==> src/sv/mdpa_pkg.sv <==
// Shared constants for the modular dot product accumulator.
`timescale 1ns / 1ps

package mdpa_pkg;

  // Default residue width.
  localparam int WORD_BITS_DEF = 31;

  // Operand selector codes used while reducing the latched operands.
  localparam logic [1:0] OPND_A    = 2'd0;
  localparam logic [1:0] OPND_B    = 2'd1;
  localparam logic [1:0] OPND_SUM  = 2'd2;
  localparam logic [1:0] OPND_PREV = 2'd3;

endpackage

==> src/sv/modular_dot_product_accumulate_top.sv <==
// Modular dot product accumulator: one term per transaction, one result per run.
// Each input transaction carries a term of a dot product over one limb:
// two residues a_val and b_val, the limb modulus, an earlier result prev_val
// and a last flag. The block folds a_val*b_val mod modulus into a running sum.
// On a term with last set it emits (prev_val + sum) mod modulus and then clears
// the sum. A zero modulus clears the sum and, with last set, gives a zero
// result. Every addition runs through a single add-and-reduce unit:
// t = u + v, then t, t - m or t - 2m is kept. A small sequencer steps this unit
// one bit per cycle. With in-range operands a term is accepted and then passes
// four operand range checks, WORD_BITS shift-and-add multiply steps and one
// accumulate step before the next term can be accepted. A term with last set
// then also combines with prev_val and hands off the result. Each operand, or
// a stored sum, that is not below the modulus first goes through WORD_BITS
// steps of bit-serial reduction and one more range check. A term with a zero
// modulus skips the range checks and the arithmetic; with last set it goes
// straight to the hand-off. The input is ready only while the sequencer is
// idle. A finished result waits in the output register and does not block
// the next term until the next result is due.
`timescale 1ns / 1ps

module modular_dot_product_accumulate_top #(
  parameter int WORD_BITS = mdpa_pkg::WORD_BITS_DEF
) (
  input  logic                 clk,
  input  logic                 rst_n,
  input  logic                 in_valid,
  output logic                 in_ready,
  input  logic [WORD_BITS-1:0] in_a_val,
  input  logic [WORD_BITS-1:0] in_b_val,
  input  logic [WORD_BITS-1:0] in_modulus,
  input  logic [WORD_BITS-1:0] in_prev_val,
  input  logic                 in_last,
  output logic                 out_valid,
  input  logic                 out_ready,
  output logic [WORD_BITS-1:0] out_sum_out
);

  import mdpa_pkg::*;

  localparam int CNT_BITS = $clog2(WORD_BITS);
  localparam logic [CNT_BITS-1:0] CNT_LAST = CNT_BITS'(WORD_BITS - 1);

  localparam logic [2:0] ST_IDLE = 3'd0;
  localparam logic [2:0] ST_CHK  = 3'd1;
  localparam logic [2:0] ST_RED  = 3'd2;
  localparam logic [2:0] ST_MUL  = 3'd3;
  localparam logic [2:0] ST_ADD  = 3'd4;
  localparam logic [2:0] ST_PRV  = 3'd5;
  localparam logic [2:0] ST_FIN  = 3'd6;

  logic [2:0]           state_r, state_nxt;
  logic [1:0]           sel_r, sel_nxt;
  logic [CNT_BITS-1:0]  cnt_r, cnt_nxt;
  logic [WORD_BITS-1:0] a_r, a_nxt;
  logic [WORD_BITS-1:0] b_r, b_nxt;
  logic [WORD_BITS-1:0] m_r, m_nxt;
  logic [WORD_BITS-1:0] p_r, p_nxt;
  logic                 last_r, last_nxt;
  logic [WORD_BITS-1:0] sum_r, sum_nxt;
  logic [WORD_BITS-1:0] x_r, x_nxt;
  logic [WORD_BITS-1:0] acc_r, acc_nxt;
  logic [WORD_BITS-1:0] res_r, res_nxt;
  logic                 out_valid_r, out_valid_nxt;
  logic [WORD_BITS-1:0] out_r, out_nxt;

  // Shared add-and-reduce unit. Inputs satisfy u + v < 3m.
  logic [WORD_BITS:0]   unit_u, unit_v;
  logic [WORD_BITS+1:0] unit_t, unit_m1, unit_m2;
  logic [WORD_BITS-1:0] unit_res;

  logic [WORD_BITS-1:0] opnd;
  logic                 in_fire;

  assign unit_t  = {1'b0, unit_u} + {1'b0, unit_v};
  assign unit_m1 = {2'b00, m_r};
  assign unit_m2 = {1'b0, m_r, 1'b0};

  always_comb begin
    if (unit_t >= unit_m2) begin
      unit_res = WORD_BITS'(unit_t - unit_m2);
    end else if (unit_t >= unit_m1) begin
      unit_res = WORD_BITS'(unit_t - unit_m1);
    end else begin
      unit_res = WORD_BITS'(unit_t);
    end
  end

  always_comb begin
    case (sel_r)
      OPND_A:    opnd = a_r;
      OPND_B:    opnd = b_r;
      OPND_SUM:  opnd = sum_r;
      OPND_PREV: opnd = p_r;
      default:   opnd = a_r;
    endcase
  end

  assign in_ready  = (state_r == ST_IDLE);
  assign in_fire   = in_valid && in_ready;
  assign out_valid = out_valid_r;
  assign out_sum_out = out_r;

  always_comb begin
    state_nxt     = state_r;
    sel_nxt       = sel_r;
    cnt_nxt       = cnt_r;
    a_nxt         = a_r;
    b_nxt         = b_r;
    m_nxt         = m_r;
    p_nxt         = p_r;
    last_nxt      = last_r;
    sum_nxt       = sum_r;
    x_nxt         = x_r;
    acc_nxt       = acc_r;
    res_nxt       = res_r;
    out_nxt       = out_r;
    out_valid_nxt = out_valid_r && !out_ready;
    unit_u        = {acc_r, 1'b0};
    unit_v        = '0;

    case (state_r)
      ST_IDLE: begin
        if (in_fire) begin
          a_nxt    = in_a_val;
          b_nxt    = in_b_val;
          m_nxt    = in_modulus;
          p_nxt    = in_prev_val;
          last_nxt = in_last;
          sel_nxt  = OPND_A;
          if (in_modulus == '0) begin
            // A zero modulus contributes nothing and yields a zero result.
            sum_nxt = '0;
            res_nxt = '0;
            if (in_last) begin
              state_nxt = ST_FIN;
            end
          end else begin
            state_nxt = ST_CHK;
          end
        end
      end

      ST_CHK: begin
        if (opnd < m_r) begin
          sel_nxt = sel_r + 2'd1;
          if (sel_r == OPND_PREV) begin
            state_nxt = ST_MUL;
            x_nxt     = b_r;
            acc_nxt   = '0;
            cnt_nxt   = CNT_LAST;
          end
        end else begin
          state_nxt = ST_RED;
          x_nxt     = opnd;
          acc_nxt   = '0;
          cnt_nxt   = CNT_LAST;
        end
      end

      ST_RED: begin
        // Restoring reduction: acc = (2*acc + next bit) mod m.
        unit_u  = {acc_r, 1'b0};
        unit_v  = {{WORD_BITS{1'b0}}, x_r[WORD_BITS-1]};
        acc_nxt = unit_res;
        x_nxt   = {x_r[WORD_BITS-2:0], 1'b0};
        cnt_nxt = cnt_r - CNT_BITS'(1);
        if (cnt_r == '0) begin
          case (sel_r)
            OPND_A:    a_nxt   = unit_res;
            OPND_B:    b_nxt   = unit_res;
            OPND_SUM:  sum_nxt = unit_res;
            OPND_PREV: p_nxt   = unit_res;
            default:   a_nxt   = unit_res;
          endcase
          state_nxt = ST_CHK;
        end
      end

      ST_MUL: begin
        // Shift-and-add multiply, one bit of b per cycle from the top.
        unit_u  = {acc_r, 1'b0};
        unit_v  = x_r[WORD_BITS-1] ? {1'b0, a_r} : '0;
        acc_nxt = unit_res;
        x_nxt   = {x_r[WORD_BITS-2:0], 1'b0};
        cnt_nxt = cnt_r - CNT_BITS'(1);
        if (cnt_r == '0) begin
          state_nxt = ST_ADD;
        end
      end

      ST_ADD: begin
        unit_u    = {1'b0, sum_r};
        unit_v    = {1'b0, acc_r};
        sum_nxt   = unit_res;
        state_nxt = last_r ? ST_PRV : ST_IDLE;
      end

      ST_PRV: begin
        unit_u    = {1'b0, p_r};
        unit_v    = {1'b0, sum_r};
        res_nxt   = unit_res;
        state_nxt = ST_FIN;
      end

      ST_FIN: begin
        // Wait here only while an earlier result is still unclaimed.
        if (!out_valid_r || out_ready) begin
          out_nxt       = res_r;
          out_valid_nxt = 1'b1;
          sum_nxt       = '0;
          state_nxt     = ST_IDLE;
        end
      end

      default: begin
        state_nxt = ST_IDLE;
      end
    endcase
  end

  always_ff @(posedge clk) begin
    if (!rst_n) begin
      state_r     <= ST_IDLE;
      sel_r       <= OPND_A;
      cnt_r       <= '0;
      sum_r       <= '0;
      out_valid_r <= 1'b0;
      last_r      <= 1'b0;
    end else begin
      state_r     <= state_nxt;
      sel_r       <= sel_nxt;
      cnt_r       <= cnt_nxt;
      sum_r       <= sum_nxt;
      out_valid_r <= out_valid_nxt;
      last_r      <= last_nxt;
    end
  end

  always_ff @(posedge clk) begin
    a_r   <= a_nxt;
    b_r   <= b_nxt;
    m_r   <= m_nxt;
    p_r   <= p_nxt;
    x_r   <= x_nxt;
    acc_r <= acc_nxt;
    res_r <= res_nxt;
    out_r <= out_nxt;
  end

endmodule
==> config.mk <==
export PLATFORM = sky130hd
export DESIGN_NAME = modular_dot_product_accumulate_top
export DESIGN_NICKNAME = d
export VERILOG_FILES = /design/src/sv/mdpa_pkg.sv /design/src/sv/modular_dot_product_accumulate_top.sv
export SDC_FILE = /design/constraint.sdc
export NUM_CORES = 1
export LEC_CHECK = 0
export BUFFER_PORTS_ARGS = -buffer_cell sky130_fd_sc_hd__buf_2
export CELL_PAD_IN_SITES_DETAIL_PLACEMENT = 1
export CELL_PAD_IN_SITES_GLOBAL_PLACEMENT = 1
export CORE_UTILIZATION = 43
export CTS_BUF_LIST = sky130_fd_sc_hd__clkbuf_16
export DETAILED_ROUTE_END_ITERATION = 8
export PLACE_DENSITY_LB_ADDON = 0.1
export SLEW_MARGIN = 10
export SYNTH_ARGS = -nofsm -noshare
export SYNTH_HDL_FRONTEND = slang
export SYNTH_SLANG_ARGS = --single-unit
==> constraint.sdc <==
create_clock -name clk -period 5.81 [get_ports clk]
set_input_delay 0.581 -clock clk [delete_from_list [all_inputs] [get_ports clk]]
set_output_delay 0.581 -clock clk [all_outputs]
set_load 0.01 [all_outputs]
==> impl_metrics.json, run 1 <==
{
  "multi_input_area_um2": 11660,
  "io_buffers": 161,
  "synth_flop_cell": "edfxtp_1",
  "async_flop_share": 0,
  "cts_num_sinks": 291,
  "setup_viol": 177,
  "via_count": 19388,
  "worst_pin_slew_ns": 1.203,
  "pre_cts_ws_ns": -0.8638,
  "dieWidth_um": 215.8,
  "seq_area_frac_synth": 0.4228,
  "finalWorstSetupSlack_ns": -0.2827,
  "gp_congestion": 0.9841,
  "grt_max_degree": 97,
  "synth_fp_nets": 2373,
  "worst_path_largest_cell_delay_ns": 0.44,
  "h-tree-depth": 2,
  "clockBufferDepth": 3,
  "r2r_slack_ns": -0.28,
  "wire_per_inst_um": 25.54,
  "wirelength_um": 82860,
  "final_core_util": 0.6000,
  "syn-instance-count": 2111,
  "relSlewSlack": 0.1983,
  "synth-xor-area-share": 0.03432,
  "ys_ff_latch": 291,
  "synth_top_family_by_area": "compound AO/OA/AOI/OAI gates",
  "n_fill_cell": 5072,
  "crit_family": "compound AO/OA/AOI/OAI gates",
  "dpl.hpwl_um": 61740,
  "core-area_um2": 44610,
  "critPathArrivalTime_ns": 6.40,
  "synth-edff-count": 248,
  "maxCapViolCount": 0,
  "area_growth_pct": 36.23,
  "synth_top_area_frac": 0.3790,
  "fin_crit_ns": 6.093,
  "cts-root-buf": "clkbuf_16",
  "antenna_cells": 0,
  "critPathBufInv": 4,
  "numCtsBuffers": 35,
  "path_clk_slew_ns": 0.06,
  "violations": "negative setup slack",
  "grt_pass1_vias": 20269,
  "end_kind": "flop",
  "syn-cell-area_um2": 19650,
  "fmax_mhz": 164.1,
  "synth_warnings": 0,
  "synth.distinct_cells": 76,
  "grt_pass1_wl_um": 122000,
  "drive_gt1_frac": 0.3254,
  "startpoint_type": "flop",
  "avgSynthCellArea_um2": 9.307,
  "rows": 77,
  "seqCellArea_um2": 8317,
  "drc_errors": 0,
  "slew_viol_final": 0,
  "design.die.area_um2": 46550,
  "layout.nets": 2889,
  "finalHoldViolCount": 0,
  "antenna_found_initial": 0,
  "ioPinCount": 162,
  "first_pass_iters": 6,
  "synthAdderAreaFrac": 0.08584,
  "initial_core_util": 0.4405,
  "crit_type": "flop to flop",
  "track_usage": 0.3464,
  "synth_area_leaders": "edfxtp_1, ha_1, o21ai_0",
  "dr.first_iter.drc_count": 1733,
  "ant_nets": 0,
  "period_share": 1.049,
  "grt_overflow": 0,
  "finClkSkew_ns": 0.02251,
  "synth_top_area_cell": "edfxtp_1",
  "synth.mux.area_fraction": 0.06152,
  "rsz0062_at_grt": "true",
  "cpMaxStageDelayCell": "a221o_2",
  "required_ns": 6.12,
  "synthSimpleGateAreaFrac": 0.1418,
  "clk_latency_ns": 0.56,
  "synth-compound-area-share": 0.2093,
  "viasPerCell": 5.977,
  "outcome": "complete, but fails checks",
  "synth.most_common_cell": "nand2_1",
  "synthTopCellsByCount": "nand2_1, edfxtp_1, o21ai_0",
  "min_path_type": "primary input to flop",
  "cts_tree": "built",
  "fp.dieH_um": 215.8,
  "crit_path_max_fanout": 10
}
## final cells by class
| cell class | instances | share of cell area |
|---|---|---|
| clock buffers | 35 | 0.03272 |
| clock inverters | 27 | 0.01010 |
| inverters | 98 | 0.01384 |
| multi-input cells | 1601 | 0.4358 |
| flip-flops and latches | 291 | 0.3107 |
| well taps | 592 | 0.02767 |
| repair buffers | 600 | 0.1691 |
## cells by family after synthesis
group           Yosys count
mux                     119
flops                   291
xor+xnor                 77
compound gates          635
buf+inv                 219
simple gates            637
fa+ha+maj               133
## registers in the layout (all words and copies together), names as in the netlist
name / count
a_r: 31
m_r: 31
p_r: 31
out_sum_out: 31
b_r: 31
sel_r: 2
out_valid: 1
cnt_r: 5
sum_r: 31
x_r: 31
res_r: 31
last_r: 1
acc_r: 31
state_r: 3
## path summary, 6_finish.rpt
path / cells past startpoint / startpoint / end
max reg2reg: 27 / x_r[30] / p_r[13]
min reg2reg: 0 / res_r[27] / out_sum_out[27]
min: 1 / in_modulus[20] / m_r[20]
max: 27 / x_r[30] / p_r[13]
## worst register-to-register path, delay by kind of cell (launching register included)
kind / cells / cell delay, ns
AOI/OAI and AO/OA: 10 / 2.22
and+or+nand+nor: 8 / 1.29
muxes: 2 / 0.64
adders and majority gates: 2 / 0.58
buffers and inverters: 4 / 0.51
DFF: 1 / 0.43
xor gates and xnor gates: 1 / 0.18
## through the flow
step / setup TNS (ns) / instance area (um^2) / hold WS (ns) / std cells
5_1_grt: -73.44 / 26770 / 0.2030 / 3244
2_1_floorplan: -0.7687 / 19770 / 0.4003 / 2111
3_3_place_gp: -86.07 / 23900 / 0.4039 / 3125
6_report: -26.03 / 26770 / 0.2206 / 3244
3_5_place_dp: -114.80 / 23900 / 0.4062 / 3125
4_1_cts: -18.41 / 26000 / 0.1926 / 3223
## metal layers
layer	up-vias	share of wire	global-route usage
li1	8811	-	-
met1	9711	0.41	0.4389
met2	677	0.49	0.5930
met3	189	0.051	0.03425
met4	0	0.048	0.1624
met5	-	0	0
## placed cells by master (no fill, tap or decap), drive strengths merged, types with 5 or more instances in the layout
cell / netlist / layout
nor4: 12 / 12
and2: 8 / 8
o21bai: 8 / 8
buf: 21 / 600
a222oi: 31 / 31
nand2: 285 / 285
o31a: 5 / 5
a21o: 52 / 52
nor3: 23 / 23
clkbuf: 100 / 35
o21ai: 240 / 240
a22o: 32 / 32
xor2: 27 / 27
nor2b: 17 / 17
dfxtp: 43 / 43
edfxtp: 248 / 248
mux2i: 105 / 105
a31oi: 10 / 10
o22ai: 6 / 6
o31ai: 10 / 10
bufinv: 0 / 5
clkinv: 0 / 12
nand3: 37 / 37
and3: 12 / 12
o21a: 20 / 20
a21oi: 144 / 144
a21boi: 5 / 5
nand2b: 16 / 16
nor2: 180 / 180
xnor2: 50 / 50
a211oi: 14 / 14
a221oi: 10 / 10
o211ai: 10 / 10
inv: 98 / 107
or3: 5 / 5
ha: 130 / 130
nand4: 27 / 27
mux2: 14 / 14
## timing repair
item | CTS | global route
resized for setup | 157 | 170
hold buffers | 0 | 0
buffers inserted | 37 | 23
setup endpoints to repair | 186 | 186
pin swaps | 75 | 77
gates cloned | 2 | 0
Power of run 1 is left out: the tool's default activity adds up to more than one toggle a clock period on the data nets, which glitch-free logic cannot reach.
==> inputs of run 2 (changes only) <==
--- a/config.mk
+++ b/config.mk
@@ -12,6 +12,7 @@
 export CTS_BUF_LIST = sky130_fd_sc_hd__clkbuf_16
 export DETAILED_ROUTE_END_ITERATION = 8
 export PLACE_DENSITY_LB_ADDON = 0.1
+export RECOVER_POWER = 50
 export SLEW_MARGIN = 10
 export SYNTH_ARGS = -nofsm -noshare
 export SYNTH_HDL_FRONTEND = slang
==> impl_metrics.json, run 2 (same netlist as run 1, synthesis figures left out) <==
{
  "wirelength_um": 82770,
  "fin_crit_ns": 6.108,
  "period_share": 1.051,
  "r2r_slack_ns": -0.30,
  "top_layer": "met4",
  "maxCapViolCount": 5,
  "finalWorstSetupSlack_ns": -0.2981,
  "dieWidth_um": 215.8,
  "track_usage": 0.3464,
  "end_kind": "flop",
  "finalHoldViolCount": 0,
  "layout_common_cells": "buf_4, nand2_1, edfxtp_1, nor2_1, o21ai_0",
  "design.die.area_um2": 46550,
  "ioPinCount": 162,
  "worst_pin_slew_ns": 1.987,
  "dp_cells": 3125,
  "grt_max_degree": 97,
  "cts_tree": "built",
  "cpMostUsedCell": "buf_4",
  "cpMaxStageDelayCell": "a221o_2",
  "r2r_start": "state_r[2]",
  "crit_type": "flop to flop",
  "h-tree-depth": 2,
  "via_count": 19311,
  "drive_gt1_frac": 0.3028,
  "fmax_mhz": 163.7,
  "grt_pass1_vias": 20269,
  "grt_pass1_wl_um": 122000,
  "clk_latency_ns": 0.56,
  "gp_congestion": 0.9841,
  "violations": "max-capacitance violations, max-slew violations, negative setup slack",
  "required_ns": 6.12,
  "antenna_cells": 0,
  "critPathArrivalTime_ns": 6.41,
  "stdcell_count": 3244,
  "first_pass_iters": 9,
  "layout.nets": 2889,
  "initial_core_util": 0.4405,
  "slew_viol_final": 100,
  "dr.first_iter.drc_count": 1717,
  "r2r-end": "p_r[13]",
  "setup_viol": 180,
  "relSlewSlack": -0.3250,
  "drc_errors": 0,
  "cts_num_sinks": 291,
  "fp.dieH_um": 215.8,
  "hp-start": "in_modulus[20]",
  "final_common_cell": "buf_4",
  "viasPerCell": 5.953,
  "crit_path_max_fanout": 12,
  "met2_length_um": 40580,
  "wire_per_inst_um": 25.52,
  "min_path_type": "primary input to flop",
  "startpoint_type": "flop",
  "path_clk_slew_ns": 0.06,
  "rows": 77,
  "grt_overflow": 0,
  "rr_worst_depth": 28,
  "dpl.hpwl_um": 61740,
  "hold_depth": 1,
  "finClkSkew_ns": 0.02276,
  "worst_path_largest_cell_delay_ns": 0.43,
  "numCtsBuffers": 35,
  "rsz0062_at_grt": "true",
  "ant_nets": 0,
  "hold-path-endpoint": "m_r[20]",
  "clockBufferDepth": 3,
  "antenna_found_initial": 0,
  "drt-met1-wl_um": 34150,
  "io_buffers": 161,
  "outcome": "complete, but fails checks",
  "route.met3.wl_um": 4057,
  "n_fill_cell": 5107,
  "area_growth_pct": 35.64,
  "core-area_um2": 44610,
  "cts-root-buf": "clkbuf_16"
}
-- run 2: cell types whose count changed in the layout (fill, tap and decap cells not counted), sizes merged --
| cell | change |
|---|---|
| clkbuf | +57 |
| buf | -57 |
-- run 2: worst max-delay path by stage --
stage	endpoint	from	depth (start not counted)	slack, ns
2_1_floorplan	p_r[13]	state_r[2]	27	-0.13
3_3_place_gp	b_r[5]	state_r[1]	31	-0.70
3_5_place_dp	a_r[3]	state_r[1]	30	-0.86
4_1_cts	a_r[15]	state_r[1]	30	-0.24
5_1_grt	res_r[12]	state_r[2]	30	-0.53
6_report	p_r[13]	state_r[2]	28	-0.30
-- run 2: through the flow --
stage                     area, um^2  TNS [ns]  hold slack [ns]    util  setup slack, ns
after floorplan                19770   -0.7687           0.4003       -          -0.1252
after global placement         23900    -86.07           0.4039  0.5357          -0.7005
after detailed placement       23900   -114.80           0.4062  0.5357          -0.8638
after CTS                      26000    -18.41           0.1926  0.5830          -0.2358
after global routing           26650    -73.44           0.2030  0.5975          -0.5348
final                          26650    -28.30           0.2210  0.5975          -0.2981
-- run 2: area by class of cell --
class,instances,area [um^2],share of cell area
Multi-Input combinational cell,1601,11630,0.4364
Sequential cell,291,8317,0.3121
Inverter,98,370.4,0.01390
Clock inverter,27,270.3,0.01014
Timing Repair Buffer,600,4446,0.1668
Clock buffer,35,875.8,0.03286
Tap cell,592,740.7,0.02779
-- run 2: routing by layer --
metal / GRT usage / vias up
li1: - / 8807
met5: 0 / -
met2: 0.5930 / 625
met3: 0.03425 / 180
met4: 0.1624 / 0
met1: 0.4389 / 9699
-- run 2: worst max-delay path, delay by kind of cell (launching register included) --
kind	cells	cell delay [ns]
AO/OA/AOI/OAI	7	1.36
XOR/XNOR	1	0.22
adder cells (fa/ha/maj)	2	0.68
buffers and inverters	6	1.08
flip-flops	1	0.37
multiplexers	2	0.64
AND/OR/NAND/NOR	10	1.50
-- run 2: repair_timing --
action | 4_1_cts | 5_1_grt
buffers inserted | 37 | 23
pin swaps | 75 | 77
gates resized for setup | 157 | 170
gates cloned | 2 | 0
hold buffers | 0 | 0
setup endpoints to repair | 186 | 186
Power of run 2 is left out for the same reason.
==> inputs of run 3 (changes only) <==
--- a/config.mk
+++ b/config.mk
@@ -5,10 +5,11 @@
 export SDC_FILE = /design/constraint.sdc
 export NUM_CORES = 1
 export LEC_CHECK = 0
+export ABC_AREA = 1
 export BUFFER_PORTS_ARGS = -buffer_cell sky130_fd_sc_hd__buf_2
 export CELL_PAD_IN_SITES_DETAIL_PLACEMENT = 1
 export CELL_PAD_IN_SITES_GLOBAL_PLACEMENT = 1
-export CORE_UTILIZATION = 43
+export CORE_UTILIZATION = 41
 export CTS_BUF_LIST = sky130_fd_sc_hd__clkbuf_16
 export DETAILED_ROUTE_END_ITERATION = 8
 export PLACE_DENSITY_LB_ADDON = 0.1
==> constraint.sdc (replaced) <==
create_clock -name clk -period 5.81 [get_ports clk]
set_input_delay 0.581 -clock clk [delete_from_list [all_inputs] [get_ports clk]]
set_output_delay 0.581 -clock clk [all_outputs]
set_load 0.1 [all_outputs]
==> impl_metrics.json, run 3 <==
{
  "synth_warnings": 0,
  "maxCapViolCount": 2,
  "startpoint_type": "flop",
  "slew_viol_final": 66,
  "synth_flop_cell": "edfxtp_1",
  "ys_ff_latch": 291,
  "ant_nets": 0,
  "syn-instance-count": 2801,
  "viasPerCell": 5.698,
  "layout_common_cells": "nand2_1, buf_4, inv_1, edfxtp_1, nor2_1",
  "clk_latency_ns": 0.59,
  "worst_pin_slew_ns": 2.101,
  "h-tree-depth": 2,
  "violations": "max-capacitance violations, max-slew violations",
  "clockBufferDepth": 3,
  "final_common_cell": "nand2_1",
  "rows": 82,
  "drc_errors": 0,
  "dp_cells": 3899,
  "first_pass_iters": 5,
  "cts-root-buf": "clkbuf_16",
  "via_count": 22678,
  "cts_tree": "built",
  "synth.most_common_cell": "nand2_1",
  "critPathBufInv": 4,
  "synth_top_area_cell": "edfxtp_1",
  "wire_per_inst_um": 25.23,
  "worst_path_largest_cell_delay_ns": 0.42,
  "crit_family": "simple AND/OR/NAND/NOR gates",
  "async_flop_share": 0,
  "io_buffers": 161,
  "cpMaxStageDelayCell": "fa_1",
  "setup_viol": 0,
  "seq_area_frac_synth": 0.4005,
  "grt_overflow": 0,
  "crit_path_max_fanout": 9,
  "antenna_found_initial": 0,
  "synth-edff-count": 248,
  "area_growth_pct": 27.74,
  "synth.distinct_cells": 48,
  "cpMostUsedCell": "nand2_1",
  "design.die.area_um2": 51500,
  "outcome": "complete, but fails checks",
  "track_usage": 0.3859,
  "grt_max_degree": 66,
  "grt_pass1_wl_um": 144700,
  "finClkSkew_ns": 0.03154,
  "initial_core_util": 0.4143,
  "rsz0062_at_grt": "true",
  "min_path_type": "primary input to flop",
  "drive_gt1_frac": 0.1969,
  "fin_crit_ns": 5.675,
  "synth_fp_nets": 3063,
  "seqCellArea_um2": 8310,
  "multi_input_area_um2": 11180,
  "required_ns": 6.12,
  "gp_congestion": 1.027,
  "stdcell_count": 3980,
  "synth_top_area_frac": 0.3590,
  "layout.nets": 3543,
  "ioPinCount": 162,
  "wirelength_um": 100400,
  "critPathArrivalTime_ns": 5.99,
  "grt_pass1_vias": 22741,
  "period_share": 0.9768,
  "synthTopCellsByCount": "nand2_1, inv_1, edfxtp_1",
  "synth_area_leaders": "edfxtp_1, nand2_1, ha_1",
  "dr.first_iter.drc_count": 2065,
  "path_clk_slew_ns": 0.06,
  "cts_num_sinks": 291,
  "crit_type": "flop to flop",
  "dieWidth_um": 226.9,
  "r2r_slack_ns": 0.13,
  "relSlewSlack": -0.4010,
  "syn-cell-area_um2": 20740,
  "end_kind": "flop",
  "n_fill_cell": 6402,
  "fmax_mhz": 176.2,
  "numCtsBuffers": 35,
  "dpl.hpwl_um": 80980,
  "core-area_um2": 50070,
  "fp.dieH_um": 226.9,
  "finalHoldViolCount": 0,
  "avgSynthCellArea_um2": 7.406
}
run 3: worst paths after layout:
kind                                     start             end  cells past startpoint
worst min register to register        res_r[0]  out_sum_out[0]                      0
worst min-delay path            in_modulus[13]         m_r[13]                      1
worst max register to register      state_r[0]         p_r[10]                     35
worst max-delay path                state_r[0]         p_r[10]                     35
run 3: timing repair:
| action | in CTS | in global routing |
|---|---|---|
| hold buffers | 0 | 0 |
| gates cloned | 1 | 0 |
| setup buffers | 1 | 15 |
| endpoints found under the setup margin | 124 | 180 |
| pin swaps | 1 | 10 |
| resized for setup | 14 | 82 |
run 3: cells by family (layout without fill, tap and decap cells):
| family | after synthesis | after routing | share of synthesized area |
|---|---|---|---|
| other | 0 | 1 | 0 |
| XOR/XNOR | 60 | 60 | 0.02533 |
| buffers and inverters | 421 | 927 | 0.07920 |
| AND/OR/NAND/NOR | 1444 | 1444 | 0.2842 |
| flip-flops | 291 | 291 | 0.4005 |
| AO/OA/AOI/OAI | 452 | 452 | 0.1294 |
| adder cells (fa/ha/maj) | 133 | 133 | 0.08131 |
run 3: worst register-to-register path, delay by kind of cell (launching register included):
kind / cells / cell delay (ns)
AO/OA/AOI/OAI: 4 / 0.71
adder cells (fa/ha/maj): 3 / 1.06
buffers and inverters: 4 / 0.57
flip-flops: 1 / 0.41
AND/OR/NAND/NOR: 24 / 2.65
run 3: layer usage:
layer	share of wire	global-route usage	up-vias	routed length, um
met1	0.43	0.5204	11111	42870
met3	0.075	0.05653	222	7548
met4	0.050	0.1784	0	5039
li1	-	-	10346	-
met2	0.45	0.6100	999	44970
met5	0	0	-	0
run 3: stage by stage:
step	utilization	TNS [ns]	area, um^2	setup slack, ns	hold WS, ns
4_1_cts	0.5218	-0.1516	26120	-0.03654	0.1808
6_report	0.5292	0	26500	0.1347	0.2014
3_5_place_dp	0.4970	-10.89	24890	-0.3154	0.4061
3_3_place_gp	0.4970	-15.02	24890	-0.3459	0.4014
5_1_grt	0.5292	-0.7485	26500	-0.06759	0.1880
2_1_floorplan	-	0	20740	0.9153	0.4003
run 3: final cells by class:
type | instances | share of cell area
Clock buffer | 35 | 0.03305
Antenna cell | 1 | 0.00009444
Multi-Input combinational cell | 2089 | 0.4219
Timing Repair Buffer | 536 | 0.1428
Clock inverter | 28 | 0.01039
Sequential cell | 291 | 0.3136
Inverter | 328 | 0.04646
Tap cell | 672 | 0.03173
Power of run 3 is left out for the same reason.
